File: src/rtl/tcw_pkg.sv
`timescale 1ns / 1ps
// ============================================================================
// tcw_pkg
// Shared types, codes and reset constants of the text console writer.
// ============================================================================
package tcw_pkg;

    // Video memory size in cells; offsets wrap at this size
    localparam int          ADDR_W    = 14;
    localparam logic [14:0] MEM_CELLS = 15'd16384;

    // Command kinds on the result channel
    localparam logic [2:0] KIND_WRITE  = 3'd0;
    localparam logic [2:0] KIND_COPY   = 3'd1;
    localparam logic [2:0] KIND_FILL   = 3'd2;
    localparam logic [2:0] KIND_ORIGIN = 3'd3;
    localparam logic [2:0] KIND_CURSOR = 3'd4;

    // Result slots of one byte, in the order they leave the block
    localparam int NUM_SLOTS   = 5;
    localparam int SLOT_COPY   = 0;
    localparam int SLOT_FILL   = 1;
    localparam int SLOT_ORIGIN = 2;
    localparam int SLOT_WRITE  = 3;
    localparam int SLOT_CURSOR = 4;

    // Configuration register indexes
    localparam logic [2:0] REG_COLUMNS      = 3'd0;
    localparam logic [2:0] REG_LINES        = 3'd1;
    localparam logic [2:0] REG_WINDOW_CELLS = 3'd2;
    localparam logic [2:0] REG_ATTRIBUTE    = 3'd3;
    localparam logic [2:0] REG_ERASE_CELL   = 3'd4;
    localparam logic [2:0] REG_NEWLINE_MODE = 3'd5;

    // Newline modes
    localparam logic NL_TTY   = 1'b0;
    localparam logic NL_PRINT = 1'b1;

    // Character codes
    localparam logic [7:0] CH_LF        = 8'd10;
    localparam logic [7:0] CH_VT        = 8'd11;
    localparam logic [7:0] CH_FF        = 8'd12;
    localparam logic [7:0] CH_CR        = 8'd13;
    localparam logic [7:0] CH_CTRL_LAST = 8'd31;
    localparam logic [7:0] CH_DEL       = 8'd127;

    // Register reset values
    localparam logic [7:0]  RST_COLUMNS      = 8'd80;
    localparam logic [7:0]  RST_LINES        = 8'd25;
    localparam logic [14:0] RST_WINDOW_CELLS = 15'd4096;
    localparam logic [7:0]  RST_ATTRIBUTE    = 8'h07;
    localparam logic [15:0] RST_ERASE_CELL   = 16'h0720;

    // Geometry derived from the reset values
    localparam logic [15:0] RST_SCREEN = 16'(80 * 25);
    localparam logic [15:0] RST_BODY   = 16'(80 * 24);

    typedef struct packed {
        logic [7:0]  columns;
        logic [7:0]  lines;
        logic [14:0] window_cells;
        logic [7:0]  attribute;
        logic [15:0] erase_cell;
        logic        newline_mode;
    } cfg_t;

    // Configuration-only products, held in registers
    typedef struct packed {
        logic [7:0]  cols;      // columns, zero read as one
        logic [7:0]  lines;     // lines, zero read as one
        logic [15:0] screen;    // lines * cols
        logic [15:0] body;      // (lines - 1) * cols
        logic [14:0] copy_cnt;  // body, saturated at memory size
        logic [14:0] win;       // window, limited to memory size
    } geom_t;

    typedef struct packed {
        logic [7:0]        col;
        logic [7:0]        row;
        logic [ADDR_W-1:0] origin;
    } state_t;

    typedef struct packed {
        logic [2:0]        kind;
        logic [ADDR_W-1:0] address;
        logic [ADDR_W-1:0] source;
        logic [14:0]       count;
        logic [15:0]       cell_value;
    } result_t;

    typedef struct packed {
        logic [NUM_SLOTS-1:0]         valid;
        result_t [NUM_SLOTS-1:0]      slot;
    } bank_t;

endpackage

File: src/rtl/tcw_geom.sv
`timescale 1ns / 1ps
// ============================================================================
// tcw_geom
// Registers the screen geometry products that depend on configuration only.
// ============================================================================
module tcw_geom (
    input  logic           clk,
    input  logic           rst_n,
    input  tcw_pkg::cfg_t  cfg,
    output tcw_pkg::geom_t geom
);

    tcw_pkg::geom_t geom_reg;
    tcw_pkg::geom_t geom_next;

    // Clamp zero sizes, form screen, body, copy count and window sizes
    always_comb
    begin
        geom_next.cols   = (cfg.columns == 8'd0) ? 8'd1 : cfg.columns;
        geom_next.lines  = (cfg.lines == 8'd0) ? 8'd1 : cfg.lines;
        geom_next.screen = {8'd0, geom_next.lines} * {8'd0, geom_next.cols};
        geom_next.body   = geom_next.screen - {8'd0, geom_next.cols};
        geom_next.copy_cnt = (geom_next.body > {1'b0, tcw_pkg::MEM_CELLS})
                           ? tcw_pkg::MEM_CELLS : geom_next.body[14:0];
        geom_next.win    = (cfg.window_cells > tcw_pkg::MEM_CELLS)
                           ? tcw_pkg::MEM_CELLS : cfg.window_cells;
    end

    always_ff @(posedge clk or negedge rst_n)
    begin
        if (!rst_n)
        begin
            geom_reg.cols     <= tcw_pkg::RST_COLUMNS;
            geom_reg.lines    <= tcw_pkg::RST_LINES;
            geom_reg.screen   <= tcw_pkg::RST_SCREEN;
            geom_reg.body     <= tcw_pkg::RST_BODY;
            geom_reg.copy_cnt <= tcw_pkg::RST_BODY[14:0];
            geom_reg.win      <= tcw_pkg::RST_WINDOW_CELLS;
        end
        else
        begin
            geom_reg <= geom_next;
        end
    end

    assign geom = geom_reg;

endmodule

File: src/rtl/tcw_step.sv
`timescale 1ns / 1ps
// ============================================================================
// tcw_step
// Decodes one byte against the cursor state and forms the new state and
// every command the byte causes, one slot per command kind.
// ============================================================================
module tcw_step (
    input  tcw_pkg::state_t cur_state,
    input  tcw_pkg::geom_t  geom,
    input  logic [7:0]      attribute,
    input  logic [15:0]     erase_cell,
    input  logic            newline_mode,
    input  logic [7:0]      char_byte,
    input  logic            end_of_batch,
    output tcw_pkg::state_t next_state,
    output tcw_pkg::bank_t  bank
);

    logic        is_write;
    logic        is_lf;
    logic        is_cr;
    logic        col_wrap;
    logic        do_lf;
    logic        row_adv;
    logic        scroll;
    logic        win_over;
    logic [8:0]  row_p1;
    logic [7:0]  col1;
    logic [15:0] row_base;
    logic [15:0] row_base_new;
    logic [14:0] new_org;
    logic [16:0] screen_end;
    logic [tcw_pkg::ADDR_W-1:0] org_new;
    logic [tcw_pkg::ADDR_W-1:0] write_pos;
    logic [tcw_pkg::ADDR_W-1:0] cursor_pos;

    // Byte classes per newline mode
    always_comb
    begin
        if (newline_mode == tcw_pkg::NL_TTY)
        begin
            is_write = (char_byte > tcw_pkg::CH_CTRL_LAST) && (char_byte < tcw_pkg::CH_DEL);
            is_lf    = (char_byte == tcw_pkg::CH_LF) || (char_byte == tcw_pkg::CH_VT)
                    || (char_byte == tcw_pkg::CH_FF);
            is_cr    = (char_byte == tcw_pkg::CH_CR);
        end
        else
        begin
            is_lf    = (char_byte == tcw_pkg::CH_LF);
            is_cr    = (char_byte == tcw_pkg::CH_CR);
            is_write = !is_lf && !is_cr;
        end
    end

    // Column, line feed and scroll decisions
    always_comb
    begin
        col_wrap = is_write && (cur_state.col >= geom.cols);
        do_lf    = is_lf || col_wrap;
        row_p1   = {1'b0, cur_state.row} + 9'd1;
        row_adv  = do_lf && (row_p1 < {1'b0, geom.lines});
        scroll   = do_lf && !row_adv;

        // print rules return the carriage on line feed as well
        if (is_cr || (is_lf && newline_mode == tcw_pkg::NL_PRINT))
            col1 = 8'd0;
        else if (col_wrap)
            col1 = cur_state.col - geom.cols;
        else
            col1 = cur_state.col;

        row_base     = {8'd0, cur_state.row} * {8'd0, geom.cols};
        row_base_new = row_adv ? (row_base + {8'd0, geom.cols}) : row_base;

        new_org    = {1'b0, cur_state.origin} + {7'd0, geom.cols};
        screen_end = {2'd0, new_org} + {1'b0, geom.screen};
        win_over   = screen_end > {2'd0, geom.win};

        if (scroll)
            org_new = win_over ? '0 : new_org[tcw_pkg::ADDR_W-1:0];
        else
            org_new = cur_state.origin;

        write_pos  = org_new + row_base_new[tcw_pkg::ADDR_W-1:0]
                   + {{(tcw_pkg::ADDR_W-8){1'b0}}, col1};
        cursor_pos = write_pos + {{(tcw_pkg::ADDR_W-1){1'b0}}, is_write};

        next_state.col    = col1 + {7'd0, is_write};
        next_state.row    = row_adv ? row_p1[7:0] : cur_state.row;
        next_state.origin = org_new;
    end

    // Command slots
    always_comb
    begin
        bank = '0;

        bank.valid[tcw_pkg::SLOT_COPY]          = scroll && win_over;
        bank.slot[tcw_pkg::SLOT_COPY].kind      = tcw_pkg::KIND_COPY;
        bank.slot[tcw_pkg::SLOT_COPY].source    = new_org[tcw_pkg::ADDR_W-1:0];
        bank.slot[tcw_pkg::SLOT_COPY].count     = geom.copy_cnt;

        bank.valid[tcw_pkg::SLOT_FILL]          = scroll;
        bank.slot[tcw_pkg::SLOT_FILL].kind      = tcw_pkg::KIND_FILL;
        bank.slot[tcw_pkg::SLOT_FILL].address   = win_over
            ? geom.body[tcw_pkg::ADDR_W-1:0]
            : new_org[tcw_pkg::ADDR_W-1:0] + geom.body[tcw_pkg::ADDR_W-1:0];
        bank.slot[tcw_pkg::SLOT_FILL].count     = {7'd0, geom.cols};
        bank.slot[tcw_pkg::SLOT_FILL].cell_value = erase_cell;

        bank.valid[tcw_pkg::SLOT_ORIGIN]        = scroll;
        bank.slot[tcw_pkg::SLOT_ORIGIN].kind    = tcw_pkg::KIND_ORIGIN;
        bank.slot[tcw_pkg::SLOT_ORIGIN].address = org_new;

        bank.valid[tcw_pkg::SLOT_WRITE]         = is_write;
        bank.slot[tcw_pkg::SLOT_WRITE].kind     = tcw_pkg::KIND_WRITE;
        bank.slot[tcw_pkg::SLOT_WRITE].address  = write_pos;
        bank.slot[tcw_pkg::SLOT_WRITE].count    = 15'd1;
        bank.slot[tcw_pkg::SLOT_WRITE].cell_value = {attribute, char_byte};

        bank.valid[tcw_pkg::SLOT_CURSOR]        = end_of_batch;
        bank.slot[tcw_pkg::SLOT_CURSOR].kind    = tcw_pkg::KIND_CURSOR;
        bank.slot[tcw_pkg::SLOT_CURSOR].address = cursor_pos;
    end

endmodule

File: src/rtl/tcw_drain.sv
`timescale 1ns / 1ps
// ============================================================================
// tcw_drain
// Result bank: holds the commands of one byte and sends them one word per
// cycle while m_tready is high, lowest slot first, marking the final one.
// ============================================================================
module tcw_drain (
    input  logic             clk,
    input  logic             rst_n,
    input  logic             load,
    input  tcw_pkg::bank_t   bank,
    input  logic             m_tready,
    output logic             m_tvalid,
    output tcw_pkg::result_t word,
    output logic             word_last,
    output logic             free
);

    logic [tcw_pkg::NUM_SLOTS-1:0] valid_reg;
    logic [tcw_pkg::NUM_SLOTS-1:0] valid_next;
    logic [tcw_pkg::NUM_SLOTS-1:0] sel;
    logic [tcw_pkg::NUM_SLOTS-1:0] rest;
    logic                          take;
    tcw_pkg::result_t [tcw_pkg::NUM_SLOTS-1:0] slot_reg;

    // Lowest pending slot goes out first
    assign sel       = valid_reg & (~valid_reg + tcw_pkg::NUM_SLOTS'(1));
    assign rest      = valid_reg & ~sel;
    assign m_tvalid  = (valid_reg != '0);
    assign take      = m_tvalid && m_tready;
    assign word_last = (rest == '0);
    assign free      = !m_tvalid || (word_last && m_tready);

    always_comb
    begin
        word = '0;
        for (int i = 0; i < tcw_pkg::NUM_SLOTS; i++)
        begin
            if (sel[i])
                word = word | slot_reg[i];
        end
    end

    // Pending mask
    always_comb
    begin
        if (load)
            valid_next = bank.valid;
        else if (take)
            valid_next = rest;
        else
            valid_next = valid_reg;
    end

    always_ff @(posedge clk or negedge rst_n)
    begin
        if (!rst_n)
            valid_reg <= '0;
        else
            valid_reg <= valid_next;
    end

    // Command payloads
    always_ff @(posedge clk)
    begin
        if (load)
            slot_reg <= bank.slot;
    end

endmodule

File: src/rtl/text_console_writer.sv
`timescale 1ns / 1ps
// ============================================================================
// text_console_writer
// Text console cursor, origin and scroll control with a command output.
// ============================================================================
// Each byte on the slave stream is a character or control code; the block
// answers with video memory and display commands on the master stream (write
// cell, copy block, fill row, set origin, set cursor), tlast on the final
// command of a byte. A byte is registered on accept, decoded and resolved
// from that register and its commands go into a five-slot result bank that
// sends one word per cycle while m_tready is high. A byte that gives at most
// one command is followed by the next one every cycle while m_tready is high;
// a byte with more holds the input until its final command is taken, since
// all commands leave through the one output port; a character that wraps and
// scrolls past the window end at the end of a batch gives all five. Writes to
// configuration are registered, geometry again in tcw_geom; the user must
// make them only while the block is idle; the block does not enforce this.
// ============================================================================
module text_console_writer (
    input  logic        clk,
    input  logic        rst_n,
    // configuration
    input  logic        cfg_wr_en,
    input  logic [2:0]  cfg_index,
    input  logic [15:0] cfg_data,
    // byte input
    input  logic        s_tvalid,
    output logic        s_tready,
    input  logic [7:0]  s_tdata,   // [7:0] char_byte
    input  logic        s_tlast,   // end_of_batch
    // command output
    output logic        m_tvalid,
    input  logic        m_tready,
    output logic [63:0] m_tdata,   // [13:0] address, [27:14] source,
                                   // [42:28] count, [58:43] cell_value
    output logic [2:0]  m_tuser,   // [2:0] kind
    output logic        m_tlast    // last
);

    tcw_pkg::cfg_t    cfg_reg;
    tcw_pkg::cfg_t    cfg_next;
    tcw_pkg::geom_t   geom;
    tcw_pkg::state_t  state_reg;
    tcw_pkg::state_t  state_next;
    tcw_pkg::bank_t   step_bank;
    tcw_pkg::result_t out_word;

    logic       in_valid_reg;
    logic       in_valid_next;
    logic [7:0] in_char_reg;
    logic       in_eob_reg;
    logic       bank_free;
    logic       load;

    // Configuration register writes
    always_comb
    begin
        cfg_next = cfg_reg;
        if (cfg_wr_en)
        begin
            unique case (cfg_index)
                tcw_pkg::REG_COLUMNS:      cfg_next.columns      = cfg_data[7:0];
                tcw_pkg::REG_LINES:        cfg_next.lines        = cfg_data[7:0];
                tcw_pkg::REG_WINDOW_CELLS: cfg_next.window_cells = cfg_data[14:0];
                tcw_pkg::REG_ATTRIBUTE:    cfg_next.attribute    = cfg_data[7:0];
                tcw_pkg::REG_ERASE_CELL:   cfg_next.erase_cell   = cfg_data;
                tcw_pkg::REG_NEWLINE_MODE: cfg_next.newline_mode = cfg_data[0];
                default: ;
            endcase
        end
    end

    always_ff @(posedge clk or negedge rst_n)
    begin
        if (!rst_n)
        begin
            cfg_reg.columns      <= tcw_pkg::RST_COLUMNS;
            cfg_reg.lines        <= tcw_pkg::RST_LINES;
            cfg_reg.window_cells <= tcw_pkg::RST_WINDOW_CELLS;
            cfg_reg.attribute    <= tcw_pkg::RST_ATTRIBUTE;
            cfg_reg.erase_cell   <= tcw_pkg::RST_ERASE_CELL;
            cfg_reg.newline_mode <= tcw_pkg::NL_TTY;
        end
        else
        begin
            cfg_reg <= cfg_next;
        end
    end

    tcw_geom u_geom (
        .clk   (clk),
        .rst_n (rst_n),
        .cfg   (cfg_reg),
        .geom  (geom)
    );

    // Input word register
    assign load          = in_valid_reg && bank_free;
    assign s_tready      = !in_valid_reg || bank_free;
    assign in_valid_next = (s_tvalid && s_tready) ? 1'b1 : (load ? 1'b0 : in_valid_reg);

    always_ff @(posedge clk or negedge rst_n)
    begin
        if (!rst_n)
            in_valid_reg <= 1'b0;
        else
            in_valid_reg <= in_valid_next;
    end

    always_ff @(posedge clk)
    begin
        if (s_tvalid && s_tready)
        begin
            in_char_reg <= s_tdata;
            in_eob_reg  <= s_tlast;
        end
    end

    tcw_step u_step (
        .cur_state    (state_reg),
        .geom         (geom),
        .attribute    (cfg_reg.attribute),
        .erase_cell   (cfg_reg.erase_cell),
        .newline_mode (cfg_reg.newline_mode),
        .char_byte    (in_char_reg),
        .end_of_batch (in_eob_reg),
        .next_state   (state_next),
        .bank         (step_bank)
    );

    // Cursor and origin state
    always_ff @(posedge clk or negedge rst_n)
    begin
        if (!rst_n)
            state_reg <= '0;
        else if (load)
            state_reg <= state_next;
    end

    tcw_drain u_drain (
        .clk       (clk),
        .rst_n     (rst_n),
        .load      (load),
        .bank      (step_bank),
        .m_tready  (m_tready),
        .m_tvalid  (m_tvalid),
        .word      (out_word),
        .word_last (m_tlast),
        .free      (bank_free)
    );

    // Output packing
    assign m_tuser = out_word.kind;
    assign m_tdata = {5'd0, out_word.cell_value, out_word.count,
                      out_word.source, out_word.address};

    // Checks
    a_kind_range: assert property (@(posedge clk) disable iff (!rst_n)
        m_tvalid |-> (m_tuser <= tcw_pkg::KIND_CURSOR))
        else $error("command kind out of range");

    a_more_follow: assert property (@(posedge clk) disable iff (!rst_n)
        (m_tvalid && m_tready && !m_tlast) |=> m_tvalid)
        else $error("commands of a byte lost before its final word");

    a_copy_group: assert property (@(posedge clk) disable iff (!rst_n)
        (load && step_bank.valid[tcw_pkg::SLOT_COPY]) |->
        (step_bank.valid[tcw_pkg::SLOT_FILL] && step_bank.valid[tcw_pkg::SLOT_ORIGIN]))
        else $error("block copy without row fill and origin update");

    a_scroll_row: assert property (@(posedge clk) disable iff (!rst_n)
        (load && step_bank.valid[tcw_pkg::SLOT_ORIGIN]) |=>
        (state_reg.row == $past(state_reg.row)))
        else $error("cursor row moved on a scroll");

endmodule
File: config.mk
export PLATFORM = sky130hd
export DESIGN_NAME = text_console_writer
export DESIGN_NICKNAME = d
export VERILOG_FILES = /design/src/rtl/tcw_pkg.sv /design/src/rtl/tcw_geom.sv /design/src/rtl/tcw_step.sv /design/src/rtl/tcw_drain.sv /design/src/rtl/text_console_writer.sv
export SDC_FILE = /design/constraint.sdc
export NUM_CORES = 1
export LEC_CHECK = 0
export BUFFER_PORTS_ARGS = -buffer_cell sky130_fd_sc_hd__buf_2
export CORE_MARGIN = 5
export CORE_UTILIZATION = 55
export CTS_BUF_LIST = sky130_fd_sc_hd__clkbuf_8 sky130_fd_sc_hd__clkbuf_16
export CTS_CLUSTER_DIAMETER = 40
export DETAILED_ROUTE_END_ITERATION = 10
export GPL_ROUTABILITY_DRIVEN = 0
export PLACE_DENSITY = 0.83
export SYNTH_ARGS = -nofsm -noshare
export SYNTH_HDL_FRONTEND = slang
export SYNTH_SLANG_ARGS = --single-unit
File: constraint.sdc
create_clock -name clk -period 10.6 [get_ports clk]
set_input_delay 2.12 -clock clk [delete_from_list [all_inputs] [get_ports clk]]
set_output_delay 2.12 -clock clk [all_outputs]
set_load 0.01 [all_outputs]
==> results.sh <==
export IMPL_hold_buffers=0
export IMPL_crit_arrival_ps=9590
export IMPL_ys_seq_elements=302
export IMPL_cap_violations=0
export IMPL_drtAntennaViolNets=0
export IMPL_crit_required_ps=10870
export IMPL_slew_headroom_pct=14.8
export IMPL_clkLatencyLatePin_ps=530
export IMPL_grt_pass1_wl_um=79900
export IMPL_finClkSkew_ps=14.2
export IMPL_track_usage_pct=24.2
export IMPL_drt_wl_total_um=49100
export IMPL_yosysSeqAreaShare_pct=40.9
export IMPL_n_antenna_cell=0
export IMPL_async_reset_ff_share_pct=55.6
export IMPL_nFillCells=2714
export IMPL_wl_per_cell_um=19.8
export IMPL_cts_tree="done"
export IMPL_grt_pass1_vias=15200
export IMPL_critPathLaunch="u_geom.geom[70]"
export IMPL_worst_path_largest_cell_delay_ps=570
export IMPL_hpwl_um=36400
export IMPL_rows=70
export IMPL_die_x_um=202
export IMPL_portBuffers=97
export IMPL_initial_core_util_pct=55.5
export IMPL_yosysUniqueCellTypes=90
export IMPL_start_kind="flop"
export IMPL_tns_ps=0
export IMPL_vias=14700
export IMPL_status="complete, no violations"
export IMPL_synth_warnings=0
export IMPL_largest_reg_flops=125
export IMPL_worst_path_max_fanout=32
export IMPL_dr_pass1_iters=9
export IMPL_drive_above_1_share_pct=16.0
export IMPL_htree_levels=2
export IMPL_first_iter_violations=1410
export IMPL_worstSetupPathType="reg2reg"
export IMPL_remaining_drc_errors=0
export IMPL_rsz0062_at_grt="no"
export IMPL_cts_buffers=42
export IMPL_cts_root_buf="clkbuf_16"
export IMPL_synthCells=1913
export IMPL_cts_max_path_buffers=3
export IMPL_final_common_cell="nand2_1"
export IMPL_fmax_ghz=0.107
export IMPL_die_h_um=202
export IMPL_core_area_sq_um=36400
export IMPL_cp_end_kind="flop"
export IMPL_fin_crit_ps=9320
export IMPL_final_cell_mix="220 x nand2_1, 199 x inv_1, 171 x ha_1"
export IMPL_met3_wirelength_um=3750
export IMPL_min_period_over_period_pct=88.0
export IMPL_setup_viol=0
export IMPL_area_growth_pct=11.4
export IMPL_clkTransAtPathRegs_ps=60
export IMPL_wl_met1_um=20500
export IMPL_met2WireLength_um=23000
export IMPL_tightest_slew_ps=1270
export IMPL_grt_max_degree=112
export IMPL_post_cts_buffers=0
export IMPL_vias_per_cell=5.91
export IMPL_r2r_start="u_geom.geom[70]"
export IMPL_hp_class="reg2reg"
export IMPL_synth_edff_count=134
export IMPL_avgSynthCellArea_sq_um=10.6
export IMPL_ys_flop_type="dfrtp_1"
export IMPL_critPathSlowestCell="dfrtp_1"
export IMPL_overflow=0
export IMPL_syn_cell_area_sq_um=20200
export IMPL_hold_path_startpoint="u_geom.geom[28]"
export IMPL_top_layer_used="met4"
export IMPL_dieArea_sq_um=40700
export IMPL_cts_sinks=302
export IMPL_slew_violations=0
export IMPL_antenna_found_initial=2
export IMPL_post_cts_resized=0
export IMPL_finalHoldViolCount=0
export IMPL_final_nets=2273
export IMPL_io_pins=103
-- layer usage --
| metal | global-route usage, % | vias to the layer above |
|---|---|---|
| li1 | - | 6717 |
| met1 | 33.1 | 7207 |
| met2 | 39.2 | 630 |
| met3 | 3.99 | 129 |
| met4 | 9.28 | 0 |
| met5 | 0 | - |
-- kinds of logic (layout without fill, tap and decap cells) --
group	Yosys count	count (layout)	share of synthesized area, %
other cells	1	5	0.0185
compound gates	322	322	11.3
flops	302	302	40.9
fa+ha+maj	258	258	19.1
mux	73	73	3.99
buf+inv	278	378	5.45
xor+xnor	124	124	5.51
simple gates	555	555	13.7
-- worst paths after layout --
| path | slack (ps) | end | cells after the start |
|---|---|---|---|
| hold / removal | 410 | u_drain.slot_reg[29] | 0 |
| hold reg to reg | 410 | u_drain.slot_reg[29] | 0 |
| max in group asynchronous | 7500 | state_reg[26] | 2 |
| setup reg to reg | 1280 | u_drain.slot_reg[306] | 40 |
| min in group asynchronous | 1750 | cfg_reg[46] | 1 |
| setup / recovery | 1280 | u_drain.slot_reg[306] | 40 |
-- through the flow --
stage / setup WS (ps) / utilization [%] / hold slack, ps / cell area, sq um / instances
floorplan: 2710 / - / 401 / 20200 / 1917
global placement: 2020 / 57.8 / 408 / 21000 / 2407
detailed placement: 1540 / 57.8 / 404 / 21000 / 2407
CTS: 1410 / 61.8 / 418 / 22500 / 2485
global route: 469 / 61.8 / 435 / 22500 / 2485
finish: 1280 / 61.8 / 410 / 22500 / 2485
-- cell usage after synthesis, types with 23 or more instances --
library cell    n  share of area (%)
dfrtp_1       135                 17
xor2_1         37                1.6
ha_1          171                 11
mux2_2         61                3.4
xnor2_1        84                3.6
a22o_1         27                1.2
nor3_1         27               0.67
nor2b_1        30               0.93
edfxtp_1      134                 20
inv_1         192                3.6
nor2_1         74                1.4
fa_1           86                8.5
clkbuf_1       67                1.2
dfstp_2        33                4.3
o21a_1         25               0.93
a21o_1         23               0.85
nand2_1       220                4.1
a21oi_1        61                1.5
o21ai_0        65                1.6
and2_1         85                2.6
nand3_1        28               0.69
-- critical path: cells and delay by family, from the launching register on --
family	cells	cell delay, ps
flip-flops	1	570
AND/OR/NAND/NOR	8	1200
buffers and inverters	3	560
AO/OA/AOI/OAI	17	3280
XOR/XNOR	5	990
adder cells (fa/ha/maj)	7	2420
-- layout make-up --
class	count	area (sq um)	area share, %
inverter	194	731	3.24
multi-input combinational	1337	10900	48.4
clock buffer	48	1170	5.18
sequential	302	8270	36.7
timing repair buffer	106	559	2.48
tap	468	586	2.60
clock inverter	30	324	1.44
Power is left out: the tool's default activity adds up to more than one toggle a clock period on the data nets, which glitch-free logic cannot reach.
